File: src/hw/rtl/packed_bcd_multibyte_add_saturating_assert.svh
// assertion macros for the packed bcd adder
`ifndef PACKED_BCD_MULTIBYTE_ADD_SATURATING_ASSERT_SVH
`define PACKED_BCD_MULTIBYTE_ADD_SATURATING_ASSERT_SVH

// condition in this cycle implies consequence in the same cycle
`define PBCD_ASSERT_SAME(label, cond, cons) \
  label: assert property (@(posedge clk) disable iff (rst) (cond) |-> (cons)) \
    else $error("pbcd check failed");

// condition in this cycle implies consequence in the next cycle
`define PBCD_ASSERT_NEXT(label, cond, cons) \
  label: assert property (@(posedge clk) disable iff (rst) (cond) |=> (cons)) \
    else $error("pbcd check failed");

`endif

File: src/hw/rtl/pbcd_pkg.sv
// shared constants and types for the packed bcd adder
package pbcd_pkg;

  localparam int MAX_BYTES = 8;
  localparam int CNT_W     = 4;
  localparam int IDX_W     = 3;

  localparam logic [CNT_W-1:0] BYTE_COUNT_RESET = 4'd3;
  localparam logic [7:0]       FILL_BYTE        = 8'h99;
  localparam logic [7:0]       ADJ_HIGH         = 8'h60;
  localparam logic [7:0]       ADJ_LOW          = 8'h06;
  localparam logic [3:0]       DIGIT_MAX        = 4'd9;

  typedef enum logic [0:0] {
    S_IDLE,
    S_FILL
  } pbcd_state_t;

  // commands from controller to datapath
  typedef struct packed {
    logic take_pair;
    logic take_fill;
  } pbcd_cmd_t;

  // status from datapath to controller
  typedef struct packed {
    logic final_pair;
    logic final_carry;
    logic fill_done;
  } pbcd_stat_t;

endpackage

File: src/hw/rtl/pbcd_ctrl.sv
// controller: handshakes, output valid and saturation fill sequencing
module pbcd_ctrl (
  input  logic              clk,
  input  logic              rst,
  input  logic              in_valid,
  output logic              in_stall,
  output logic              out_valid,
  input  logic              out_stall,
  input  pbcd_pkg::pbcd_stat_t stat,
  output pbcd_pkg::pbcd_cmd_t  cmd
);
  import pbcd_pkg::*;

  pbcd_state_t state, state_next;
  logic        out_valid_next;
  logic        slot_free;

  // state and output valid registers
  always_ff @(posedge clk) begin
    if (rst) begin
      state     <= S_IDLE;
      out_valid <= 1'b0;
    end else begin
      state     <= state_next;
      out_valid <= out_valid_next;
    end
  end

  // next state, commands and handshake
  always_comb begin
    slot_free     = !out_valid || !out_stall;
    in_stall      = !((state == S_IDLE) && slot_free);
    cmd.take_pair = in_valid && !in_stall;
    cmd.take_fill = (state == S_FILL) && slot_free;
    state_next    = state;
    unique case (state)
      S_IDLE: begin
        if (cmd.take_pair && stat.final_pair && stat.final_carry) begin
          state_next = S_FILL;
        end
      end
      S_FILL: begin
        if (cmd.take_fill && stat.fill_done) begin
          state_next = S_IDLE;
        end
      end
      default: state_next = S_IDLE;
    endcase
    if (cmd.take_pair || cmd.take_fill) begin
      out_valid_next = 1'b1;
    end else if (!out_stall) begin
      out_valid_next = 1'b0;
    end else begin
      out_valid_next = out_valid;
    end
  end

endmodule

File: src/hw/rtl/pbcd_dp.sv
// datapath: decimal add and adjust, position tracking, result register
module pbcd_dp (
  input  logic                        clk,
  input  logic                        rst,
  input  logic                        cfg_we,
  input  logic [pbcd_pkg::CNT_W-1:0]  cfg_data,
  input  logic [7:0]                  left_byte,
  input  logic [7:0]                  right_byte,
  input  pbcd_pkg::pbcd_cmd_t         cmd,
  output pbcd_pkg::pbcd_stat_t        stat,
  output logic [7:0]                  sum_byte,
  output logic [pbcd_pkg::IDX_W-1:0]  byte_index,
  output logic                        saturated,
  output logic                        last
);
  import pbcd_pkg::*;

  logic [CNT_W-1:0] byte_count;
  logic             decimal_carry;
  logic [IDX_W-1:0] position;
  logic [IDX_W-1:0] fill_index;

  logic [CNT_W-1:0] active_len;
  logic [8:0]       wide;
  logic [4:0]       low_sum;
  logic             carry;
  logic [7:0]       corr;
  logic [7:0]       adj_sum;
  logic [CNT_W-1:0] pos_plus;

  // length clamp and decimal adjust
  always_comb begin
    if (byte_count == '0) begin
      active_len = CNT_W'(1);
    end else if (byte_count > CNT_W'(MAX_BYTES)) begin
      active_len = CNT_W'(MAX_BYTES);
    end else begin
      active_len = byte_count;
    end
    wide    = {1'b0, left_byte} + {1'b0, right_byte} + {8'd0, decimal_carry};
    low_sum = {1'b0, left_byte[3:0]} + {1'b0, right_byte[3:0]} + {4'd0, decimal_carry};
    carry   = wide[8] || (wide[7:0] > FILL_BYTE);
    corr    = 8'd0;
    if (carry) begin
      corr = corr | ADJ_HIGH;
    end
    if (low_sum[4] || (wide[3:0] > DIGIT_MAX)) begin
      corr = corr | ADJ_LOW;
    end
    adj_sum          = wide[7:0] + corr;
    pos_plus         = {1'b0, position} + CNT_W'(1);
    stat.final_pair  = pos_plus >= active_len;
    stat.final_carry = carry;
    stat.fill_done   = (fill_index == '0);
  end

  // configuration and running state
  always_ff @(posedge clk) begin
    if (rst) begin
      byte_count    <= BYTE_COUNT_RESET;
      decimal_carry <= 1'b0;
      position      <= '0;
    end else begin
      if (cfg_we) begin
        byte_count <= cfg_data;
      end
      if (cmd.take_pair) begin
        if (stat.final_pair) begin
          decimal_carry <= 1'b0;
          position      <= '0;
        end else begin
          decimal_carry <= carry;
          position      <= pos_plus[IDX_W-1:0];
        end
      end
    end
  end

  // fill counter and result register
  always_ff @(posedge clk) begin
    if (cmd.take_pair) begin
      sum_byte   <= adj_sum;
      byte_index <= position;
      saturated  <= 1'b0;
      last       <= stat.final_pair && !carry;
      fill_index <= IDX_W'(active_len - CNT_W'(1));
    end else if (cmd.take_fill) begin
      sum_byte   <= FILL_BYTE;
      byte_index <= fill_index;
      saturated  <= 1'b1;
      last       <= (fill_index == '0);
      fill_index <= fill_index - IDX_W'(1);
    end
  end

endmodule

File: src/hw/rtl/packed_bcd_multibyte_add_saturating.sv
// top level: packed bcd multibyte adder with saturation fill
// a byte pair's sum byte is registered and valid in the cycle after its transfer
// throughput: one pair per cycle while the result register drains each cycle
// a final pair with carry out is followed by one fill byte per byte of the clamped length
// (0x99 each) during which no pair is taken; the result register sets the pace
// reset (rst, synchronous): byte_count to 3, carry and position to zero, no result
module packed_bcd_multibyte_add_saturating (
  input  logic                        clk,
  input  logic                        rst,
  input  logic                        cfg_we,
  input  logic [pbcd_pkg::CNT_W-1:0]  cfg_data,
  input  logic                        in_valid,
  output logic                        in_stall,
  input  logic [7:0]                  left_byte,
  input  logic [7:0]                  right_byte,
  output logic                        out_valid,
  input  logic                        out_stall,
  output logic [7:0]                  sum_byte,
  output logic [pbcd_pkg::IDX_W-1:0]  byte_index,
  output logic                        saturated,
  output logic                        last
);
  import pbcd_pkg::*;

  pbcd_cmd_t  cmd;
  pbcd_stat_t stat;

  // sequencing and handshakes
  pbcd_ctrl u_ctrl (
    .clk       (clk),
    .rst       (rst),
    .in_valid  (in_valid),
    .in_stall  (in_stall),
    .out_valid (out_valid),
    .out_stall (out_stall),
    .stat      (stat),
    .cmd       (cmd)
  );

  // arithmetic and result register
  pbcd_dp u_dp (
    .clk        (clk),
    .rst        (rst),
    .cfg_we     (cfg_we),
    .cfg_data   (cfg_data),
    .left_byte  (left_byte),
    .right_byte (right_byte),
    .cmd        (cmd),
    .stat       (stat),
    .sum_byte   (sum_byte),
    .byte_index (byte_index),
    .saturated  (saturated),
    .last       (last)
  );

`include "packed_bcd_multibyte_add_saturating_assert.svh"

  // no pair is taken while the fill runs
  `PBCD_ASSERT_SAME(a_fill_blocks_input, cmd.take_fill, in_stall && !cmd.take_pair)
  // the last fill byte is the least significant one
  `PBCD_ASSERT_SAME(a_fill_ends_at_zero, out_valid && saturated && last, byte_index == '0)
  // fill bytes follow each other without a gap
  `PBCD_ASSERT_NEXT(a_fill_no_gap, out_valid && !out_stall && saturated && !last,
                    out_valid && saturated)

endmodule
File: config.mk
export PLATFORM = sky130hd
export DESIGN_NAME = packed_bcd_multibyte_add_saturating
export DESIGN_NICKNAME = d
export VERILOG_FILES = /design/src/hw/rtl/pbcd_pkg.sv /design/src/hw/rtl/pbcd_ctrl.sv /design/src/hw/rtl/pbcd_dp.sv /design/src/hw/rtl/packed_bcd_multibyte_add_saturating.sv
export VERILOG_INCLUDE_DIRS = /design/src /design/src/hw/rtl
export SDC_FILE = /design/constraint.sdc
export NUM_CORES = 1
export LEC_CHECK = 0
export BUFFER_PORTS_ARGS = -buffer_cell sky130_fd_sc_hd__buf_2
export CAP_MARGIN = 10
export CORE_MARGIN = 2
export CORE_UTILIZATION = 54
export DETAILED_ROUTE_END_ITERATION = 16
export PLACE_DENSITY = 0.79
export SLEW_MARGIN = 20
export SYNTH_ARGS = -nofsm -noshare
export SYNTH_HDL_FRONTEND = slang
export SYNTH_SLANG_ARGS = --single-unit
File: constraint.sdc
create_clock -name clk -period 3.47 [get_ports clk]
set_input_delay 0.1735 -clock clk [delete_from_list [all_inputs] [get_ports clk]]
set_output_delay 0.1735 -clock clk [all_outputs]
set_load 0.05 [all_outputs]
==> results of run 1 <==
==> state kept, by name, indices dropped and copies added (netlist names) <==
name / count
u_dp.saturated: 1
u_dp.sum_byte: 8
u_ctrl.state: 1
u_dp.position: 3
u_ctrl.out_valid: 1
u_dp.decimal_carry: 1
u_dp.byte_count: 4
u_dp.last: 1
u_dp.fill_index: 3
u_dp.byte_index: 3
==> path summary, 6_finish.rpt <==
path / startpoint / to / slack [ps] / cells after the start
worst max-delay path: u_dp.decimal_carry$_SDFFE_PP0P_ / u_dp.sum_byte[7]$_SDFFCE_PN1P_ / 60 / 15
worst min-delay path: cfg_data[1] / u_dp.byte_count[1]$_SDFFE_PP1P_ / 40 / 2
worst max register to register: u_dp.decimal_carry$_SDFFE_PP0P_ / u_dp.sum_byte[7]$_SDFFCE_PN1P_ / 60 / 15
worst min register to register: u_dp.saturated$_SDFFE_PP0P_ / u_dp.saturated$_SDFFE_PP0P_ / 500 / 1
==> cell type report <==
cell class / count / area [µm²] / area share
multi-input combinational: 143 / 1151 / 0.5209
sequential: 26 / 671.9 / 0.3041
timing repair buffer: 45 / 240.2 / 0.1087
tap: 46 / 57.56 / 0.02605
inverter: 14 / 52.55 / 0.02378
clock buffer: 4 / 36.28 / 0.01642
==> cell usage in the layout, fill, tap and decap left out, types with 3 or more instances in the layout <==
cell type and instances:
dfxtp_1 10, inv_1 13, xor2_1 4, xnor2_1 5, clkbuf_4 3, a21oi_1 9, nor2_1 14, a21o_1 5
nand2_1 23, buf_4 6, edfxtp_1 15, nor2_2 4, o21ai_0 5, buf_2 39, ha_1 16, or3_1 3
nand2b_1 6
==> layer usage <==
metal | routed length, µm | track usage | vias up
li1 | - | - | 750
met3 | 150 | 0.01630 | 7
met2 | 1711 | 0.3057 | 42
met1 | 1723 | 0.2471 | 658
met5 | 0 | 0 | -
met4 | 69 | 0.07500 | 0
==> power groups by stage <==
stage | clock, mW | combinational (mW) | sequential, mW
2_1_floorplan | 0 | 0.300 | 0.516
3_3_place_gp | 0 | 0.504 | 0.415
3_5_place_dp | 0 | 0.515 | 0.415
4_1_cts | 0.157 | 0.516 | 0.408
5_1_grt | 0.164 | 0.621 | 0.414
6_report | 0.153 | 0.570 | 0.409
==> kinds of logic (layout without fill, tap and decap cells) <==
kind of cell | Yosys count | after routing
fa+ha+maj | 20 | 20
simple gates | 66 | 66
flops | 26 | 26
mux | 2 | 2
xor+xnor | 11 | 11
compound gates | 44 | 44
buf+inv | 17 | 63
==> stage by stage <==
stage                     total power [mW]  TNS, ps
after detailed placement            0.9299        0
after floorplan                     0.8157        0
final                                1.131        0
after global routing                 1.198   -107.1
after CTS                            1.081        0
after global placement              0.9189        0
==> repair_timing <==
action / CTS / global route
gates resized for setup: 0 / 11
buffers inserted: 0 / 4
setup endpoints to repair: 0 / 2
==> results.cfg, run 1 <==
[placed_design]
gp_congestion = 0.7987
dp_slack_ps = 130.6
portBuffers = 39
dpl.cell_count = 270
placed_area_um2 = 2090
hpwl_um = 2806

[power_and_ir_drop]
clkPwrFrac = 0.135
power.share.switching = 0.4076
p_leak_nw = 1.023
power_frac_seq = 0.361
cellPowerDensity_nw_per_um2 = 511.9
power.switching_mw = 0.4610
combPwrFrac = 0.504
p_int_mw = 0.6700
vdd_drop_max_mv = 0.1893

[routing]
drcViolationCount = 0
wirelength_um = 3655
vias = 1457
dr.pass1.iters = 4
drtIter0Drc = 53
ant_nets = 0
vias_per_cell = 5.241
routedWlPerCell_um = 13.15

[sta]
slew_violations = 0
fin_ws_ps = 58.59
period_share = 0.9831
whs_ps = 35.59
max_freq_mhz = 293.1
hold_viol = 0
setup_viol = 0
period_minus_slack_ps = 3411
tightestPinTransition_ps = 687.0
finalClockSkew_ps = 11.98
maxSlewHeadroom = 0.5415

[logic_synthesis]
synth_fa_ha_area_frac = 0.1488
synth_common_cells = nand2_1 (24), ha_1 (17), edfxtp_1 (15), nor2_1 (15), inv_1 (14)
synth_top_family_by_area = compound AO/OA/AOI/OAI gates
yosysWarnings = 0
synth-async-reset-ratio = 0
synth.area.top_cells = edfxtp_1 (25%), dfxtp_1 (12%), ha_1 (12%), nand2_1 (4.9%), fa_1 (3.3%)
yosysSeqAreaShare = 0.3659
netlist.area_leader.share = 0.2457
yosysMostFrequentCell = nand2_1
synth-edff-count = 15
synthSimpleGateAreaFrac = 0.1782
ys_types = 47
synth-compound-area-share = 0.2007
muxShareOfSynthArea = 0.01092
mappedNetlistNets = 231
avgSynthCellArea_um2 = 9.855
synth_area_um2 = 1833
synthFlopType = edfxtp_1
synth_xor_area_frac = 0.06075
synth_top_cell_by_area = edfxtp_1
synthCells = 186
synth-seq-cells = 26

[clock_network]
root_buffer = clkbuf_4
cts.clk_slew.worst_paths_ps = 140
cts.sinks = 26
clk-insertion-delay-late_ps = 330
cts_buffers = 3
postCtsHoldBufs = 0
cts_buffer_depth = 2
cts_tree = done
htreeDepth = 1

[cells_and_area]
synthToLayoutAreaGrowth_pct = 20.55
fillCellCount = 278
fin_area_um2 = 2210
num_antenna_cells = 0
layout.nets = 278
final_util = 0.6674
final_cells = 278
drive_gt1_frac = 0.3276

[die]
start_util = 0.5537
fp.coreArea_um2 = 3311
ios = 40
die_area_um2 = 3876
dieHeight_um = 62.26
dieWidth_um = 62.26
rows = 21

[worst_setup_path]
cp-start-kind = flop
arrival_ps = 3500
critPathBufInv = 3
crit_chain = inv_2 > fa_2 > fa_2 > nand2b_4 > a211oi_4 > buf_4 > or3_1 > a32oi_2 > a22oi_2 > buf_4 > ha_4 > nand2_2 > o41ai_4 > xnor2_1 > nand2_1
slowest_delay_ps = 390
end_kind = flop
slowest_stage = fa_2
path_delay_family = compound AO/OA/AOI/OAI gates
critPathKind = flop to flop
cp_max_fo = 3
critPathRequiredTime_ps = 3560

[status]
status = completed

[flow_run]
drv_cap = 0

[grt]
track_usage = 0.1833
grt_start_max_net_pins = 16
antenna_found_initial = 0
grt_pass1_wl_um = 5720
grt_pass1_vias = 1283
grt-ovfl-total = 0

[hold_path]
hold_class = input port to flop
(Power assumes the default switching activity.)
==> inputs of run 2 (changes only) <==
--- a/config.mk
+++ b/config.mk
@@ -11,8 +11,9 @@
 export CORE_MARGIN = 2
 export CORE_UTILIZATION = 54
 export DETAILED_ROUTE_END_ITERATION = 16
-export PLACE_DENSITY = 0.79
+export PLACE_DENSITY = 0.8
 export SLEW_MARGIN = 20
 export SYNTH_ARGS = -nofsm -noshare
 export SYNTH_HDL_FRONTEND = slang
+export SYNTH_HIERARCHICAL = 1
 export SYNTH_SLANG_ARGS = --single-unit
==> results.cfg, run 2 <==
[sta]
period_minus_slack_ps = 3421
max_freq_mhz = 292.3
tightestPinTransition_ps = 569.9
finalClockSkew_ps = 6.227
fin_ws_ps = 48.91
rsz0062_at_grt = yes
hold_viol = 0
setup_viol = 0
maxSlewHeadroom = 0.6173
slew_violations = 0
period_share = 0.9859

[routing]
drcViolationCount = 0
drtIter0Drc = 30
ant_nets = 0
vias = 1454
wirelength_um = 3219
vias_per_cell = 5.268
routedWlPerCell_um = 11.66
dr.pass1.iters = 4

[placed_design]
placed_area_um2 = 2047
hpwl_um = 2437
gp_congestion = 0.7858
dpl.cell_count = 269
dp_slack_ps = 14.18
portBuffers = 39

[grt]
busiest_layer = met2
grt_pass1_vias = 1274
track_usage = 0.1886
grt_start_max_net_pins = 31
grt_use_met1 = 0.2675
grt_pass1_wl_um = 5368
antenna_found_initial = 0
grtUsageMet3 = 0.04969
met2_usage = 0.2917
grt-ovfl-total = 0

[flow_run]
drv_cap = 0

[status]
status = completed

[power_and_ir_drop]
p_leak_nw = 0.9946
cellPowerDensity_nw_per_um2 = 538.3
vdd_drop_max_mv = 0.4351
power_mw = 1.152

[logic_synthesis]
synthCells = 188
netlist.area_leader.share = 0.2497
synth_fa_ha_area_frac = 0.1512
ys_types = 44
synth-async-reset-ratio = 0
synth-compound-area-share = 0.1623
synth-seq-cells = 26
synth.area.top_cells = edfxtp_1 (25%), dfxtp_1 (12%), ha_1 (12%), inv_1 (4.4%), nor2_1 (3.5%)
synthSimpleGateAreaFrac = 0.1810
yosysWarnings = 6
yosysSeqAreaShare = 0.3717
synth_top_cell_by_area = edfxtp_1
synth_area_um2 = 1804
mappedNetlistNets = 233
synth_xor_area_frac = 0.03883
muxShareOfSynthArea = 0.03467
synth-edff-count = 15
avgSynthCellArea_um2 = 9.597
synth_common_cells = inv_1 (21), ha_1 (17), nor2_1 (17)
yosysMostFrequentCell = inv_1
synthFlopType = edfxtp_1
synth_top_family_by_area = simple AND/OR/NAND/NOR gates

[cells_and_area]
layout.nets = 278
final_common_cell = buf_2
seq_area_um2 = 671.9
final_cells = 276
regMostFlops = u_dp/sum_byte
largest_reg_flops = 8
fin_area_um2 = 2141
layout_common_cells = buf_2 (39), inv_1 (18), nor2_1 (17)
fillCellCount = 259
synthToLayoutAreaGrowth_pct = 18.65
largestRegisters = u_dp/sum_byte (8), u_dp/byte_count (4)
num_antenna_cells = 0
final_util = 0.6844
multiInputGateArea_um2 = 1069
drive_gt1_frac = 0.2888

[clock_network]
cts_tree = done
clk-insertion-delay-late_ps = 310
cts.clk_slew.worst_paths_ps = 130
root_buffer = clkbuf_4
cts_buffer_depth = 2
cts_buffers = 3
cts.sinks = 26
htreeDepth = 1
postCtsHoldBufs = 0

[worst_setup_path]
crit_chain = inv_2 > fa_2 > fa_2 > nand2b_4 > a2111o_1 > o311a_1 > o311ai_2 > a21oi_2 > inv_2 > ha_1 > inv_2 > nor4_2 > or3_1 > and3_1
rrSetupSlack_ps = 50
slowest_stage = fa_2
crit_path_frequent_cell = inv_2
critPathKind = flop to flop
cp_max_fo = 3
critPathRequiredTime_ps = 3560
arrival_ps = 3510
end_kind = flop
cp-start-kind = flop
slowest_delay_ps = 430

[die]
fp.coreArea_um2 = 3128
die_area_um2 = 3819
ios = 40
start_util = 0.5768
rows = 20
dieWidth_um = 61.80
dieHeight_um = 61.80

[hold_path]
hold_class = input port to flop
==> run 2: routing by layer <==
metal	share of wire	wire [µm]	vias to the layer above
met2	0.43	1374	43
met1	0.51	1656	647
met5	0	0	-
met3	0.047	152	6
li1	-	-	758
met4	0.011	36	0
==> run 2: kinds of logic (layout without fill, tap and decap cells) <==
family | count (synthesis) | count (layout)
AO/OA/AOI/OAI | 40 | 40
XOR/XNOR | 8 | 8
adder cells (fa/ha/maj) | 20 | 20
buffers and inverters | 26 | 70
flip-flops | 26 | 26
multiplexers | 6 | 6
AND/OR/NAND/NOR | 62 | 62
==> run 2: layout make-up <==
| class | count | area share |
|---|---|---|
| Inverter | 21 | 0.03682 |
| Multi-Input combinational cell | 136 | 0.4991 |
| Clock buffer | 4 | 0.01227 |
| Timing Repair Buffer | 45 | 0.1122 |
| Tap cell | 44 | 0.02572 |
| Sequential cell | 26 | 0.3139 |
==> run 2: worst max-delay path: cells and delay by family (launching register included) <==
family,cells,cell delay (ps)
adders and majority gates,3,1060
AOI/OAI and AO/OA,4,880
and+or+nand+nor,4,710
DFF,1,340
buffers and inverters,3,220
==> run 2: through the flow <==
step	hold WS, ps	setup TNS, ps
after floorplan	242.6	0
after global placement	377.4	0
after detailed placement	383.5	0
after CTS	47.14	0
after global routing	52.11	-143.9
final	52.60	0
==> run 2: path summary, 6_finish.rpt <==
path | cells past startpoint | start | end
max | 14 | u_dp/decimal_carry$_SDFFE_PP0P_ | u_dp/sum_byte[6]$_SDFFCE_PN0P_
min | 2 | cfg_data[1] | u_dp/byte_count[1]$_SDFFE_PP1P_
max reg2reg | 14 | u_dp/decimal_carry$_SDFFE_PP0P_ | u_dp/sum_byte[6]$_SDFFCE_PN0P_
min reg2reg | 2 | u_dp/saturated$_SDFFE_PP0P_ | u_dp/saturated$_SDFFE_PP0P_
==> run 2: report_power, final <==
| part | switching, mW | internal (mW) | total, mW |
|---|---|---|---|
| logic | 0.369 | 0.220 | 0.589 |
| registers | 0.0270 | 0.408 | 0.435 |
| clock network | 0.0830 | 0.0449 | 0.128 |
==> run 2: timing repair <==
action / 4_1_cts / 5_1_grt
setup buffers: 0 / 3
endpoints found under the setup margin: 0 / 2
gates resized for setup: 0 / 11
hold endpoints to repair: 0 / 0
==> inputs of run 3 (changes only) <==
--- a/config.mk
+++ b/config.mk
@@ -8,10 +8,12 @@
 export LEC_CHECK = 0
 export BUFFER_PORTS_ARGS = -buffer_cell sky130_fd_sc_hd__buf_2
 export CAP_MARGIN = 10
+export CELL_PAD_IN_SITES_DETAIL_PLACEMENT = 2
+export CELL_PAD_IN_SITES_GLOBAL_PLACEMENT = 2
 export CORE_MARGIN = 2
-export CORE_UTILIZATION = 54
+export CORE_UTILIZATION = 33
 export DETAILED_ROUTE_END_ITERATION = 16
-export PLACE_DENSITY = 0.8
+export PLACE_DENSITY_LB_ADDON = 0.1
 export SLEW_MARGIN = 20
 export SYNTH_ARGS = -nofsm -noshare
 export SYNTH_HDL_FRONTEND = slang
==> results.cfg, run 3 (synthesis gave the netlist of run 2 again) <==
[sta]
slew_violations = 0
finalClockSkew_ps = 6.375
setup_viol = 0
max_freq_mhz = 293.4
period_minus_slack_ps = 3408
whs_ps = 99.39
maxSlewHeadroom = 0.5329
tightestPinTransition_ps = 695.7
rsz0062_at_grt = yes
period_share = 0.9823
hold_viol = 0

[grt]
grt_pass1_vias = 1688
grt_start_max_net_pins = 31
grt_pass1_wl_um = 8142
grt-ovfl-total = 0
track_usage = 0.1671
antenna_found_initial = 0

[placed_design]
dpl.cell_count = 297
hpwl_um = 3930
gp_congestion = 0.7600
placed_area_um2 = 2095
portBuffers = 39

[cells_and_area]
layout.nets = 277
layout_common_cells = buf_2 (39), inv_1 (20), nor2_1 (17), ha_1 (17), edfxtp_1 (15)
final_common_cell = buf_2
num_antenna_cells = 0
largest_reg_flops = 8
final_cells = 301
largestRegisters = u_dp/sum_byte (8), u_dp/byte_count (4)
fin_area_um2 = 2178
synthToLayoutAreaGrowth_pct = 20.74
drive_gt1_frac = 0.2727
regMostFlops = u_dp/sum_byte
fillCellCount = 602
final_util = 0.4185

[worst_setup_path]
path_delay_family = compound AO/OA/AOI/OAI gates
end_kind = flop
critPathBufInv = 2
critPathRequiredTime_ps = 3490
crit_path_frequent_cell = fa_2
cp_max_fo = 4
arrival_ps = 3430
crit_chain = inv_1 > fa_2 > fa_2 > nand2b_4 > a2111o_1 > o311a_1 > o311ai_2 > a21oi_2 > inv_2 > ha_1 > a21o_1 > a31oi_1 > mux2_2
critPathKind = flop to flop
cp-start-kind = flop
slowest_delay_ps = 390
slowest_stage = fa_2

[die]
ios = 40
fp.coreArea_um2 = 5205
rows = 26
die_area_um2 = 6075
dieHeight_um = 77.94
dieWidth_um = 77.94
start_util = 0.3466

[clock_network]
cts_tree = done
cts.clk_slew.worst_paths_ps = 90
cts.sinks = 26
postCtsHoldBufs = 0
htreeDepth = 1
cts_buffers = 3
clk-insertion-delay-late_ps = 270
post_cts_buffers = 0
cts_buffer_depth = 2
root_buffer = clkbuf_8

[routing]
vias = 1532
routedWlPerCell_um = 16.28
wirelength_um = 4901
drtIter0Drc = 34
drcViolationCount = 0
dr.pass1.iters = 4
vias_per_cell = 5.090
ant_nets = 0

[flow_run]
drv_cap = 0

[hold_path]
hold_class = input port to flop

[power_and_ir_drop]
vdd_drop_max_mv = 0.2397
power_mw = 1.220
cellPowerDensity_nw_per_um2 = 560.2
p_leak_nw = 0.9993

[status]
status = completed
[run 3: path summary, 6_finish.rpt]
check / startpoint / slack, ps / to / cells past startpoint
worst max-delay path: u_dp/decimal_carry$_SDFFE_PP0P_ / 60 / u_dp/sum_byte[7]$_SDFFCE_PN1P_ / 13
worst min-delay path: cfg_data[0] / 100 / u_dp/byte_count[0]$_SDFFE_PP1P_ / 2
worst max register to register: u_dp/decimal_carry$_SDFFE_PP0P_ / 60 / u_dp/sum_byte[7]$_SDFFCE_PN1P_ / 13
worst min register to register: u_dp/saturated$_SDFFE_PP0P_ / 490 / u_dp/saturated$_SDFFE_PP0P_ / 2
[run 3: routing by layer]
metal | global-route usage | wire, µm
met4 | 0.02632 | 24
met1 | 0.2012 | 2201
met3 | 0.02791 | 161
met2 | 0.3147 | 2513
met5 | 0 | 0
[run 3: per-stage QoR]
stage	worst slack (ps)	setup TNS (ps)
2_1_floorplan	150.1	0
3_3_place_gp	4.614	0
3_5_place_dp	-138.3	-221.6
4_1_cts	18.04	0
5_1_grt	-96.11	-125.1
6_report	61.53	0
[run 3: worst reg2reg max path, stage by stage, from the launching register on]
cell and delay [ps]:
dfxtp_1 330, inv_1 70, fa_2 370, fa_2 390, nand2b_4 170, a2111o_1 360
o311a_1 150, o311ai_2 240, a21oi_2 70, inv_2 80, ha_1 260, a21o_1 190
a31oi_1 150, mux2_2 350
[run 3: layout make-up]
class | instances | area, µm² | area share
inverter | 21 | 78.83 | 0.03619
multi-input combinational | 136 | 1064 | 0.4882
clock buffer | 4 | 45.04 | 0.02068
tap | 70 | 87.58 | 0.04021
timing repair buffer | 44 | 232.7 | 0.1068
sequential | 26 | 670.6 | 0.3079
[run 3: what timing repair did]
| action | CTS | global route |
|---|---|---|
| resized for setup | 3 | 5 |
| pin swaps | 0 | 0 |
| setup endpoints to repair | 2 | 2 |
[run 3: power by group]
group          leakage [nW]  switching [mW]  internal [mW]
sequential            0.234          0.0324          0.408
combinational         0.742           0.388          0.216
clock                0.0228          0.0931         0.0821
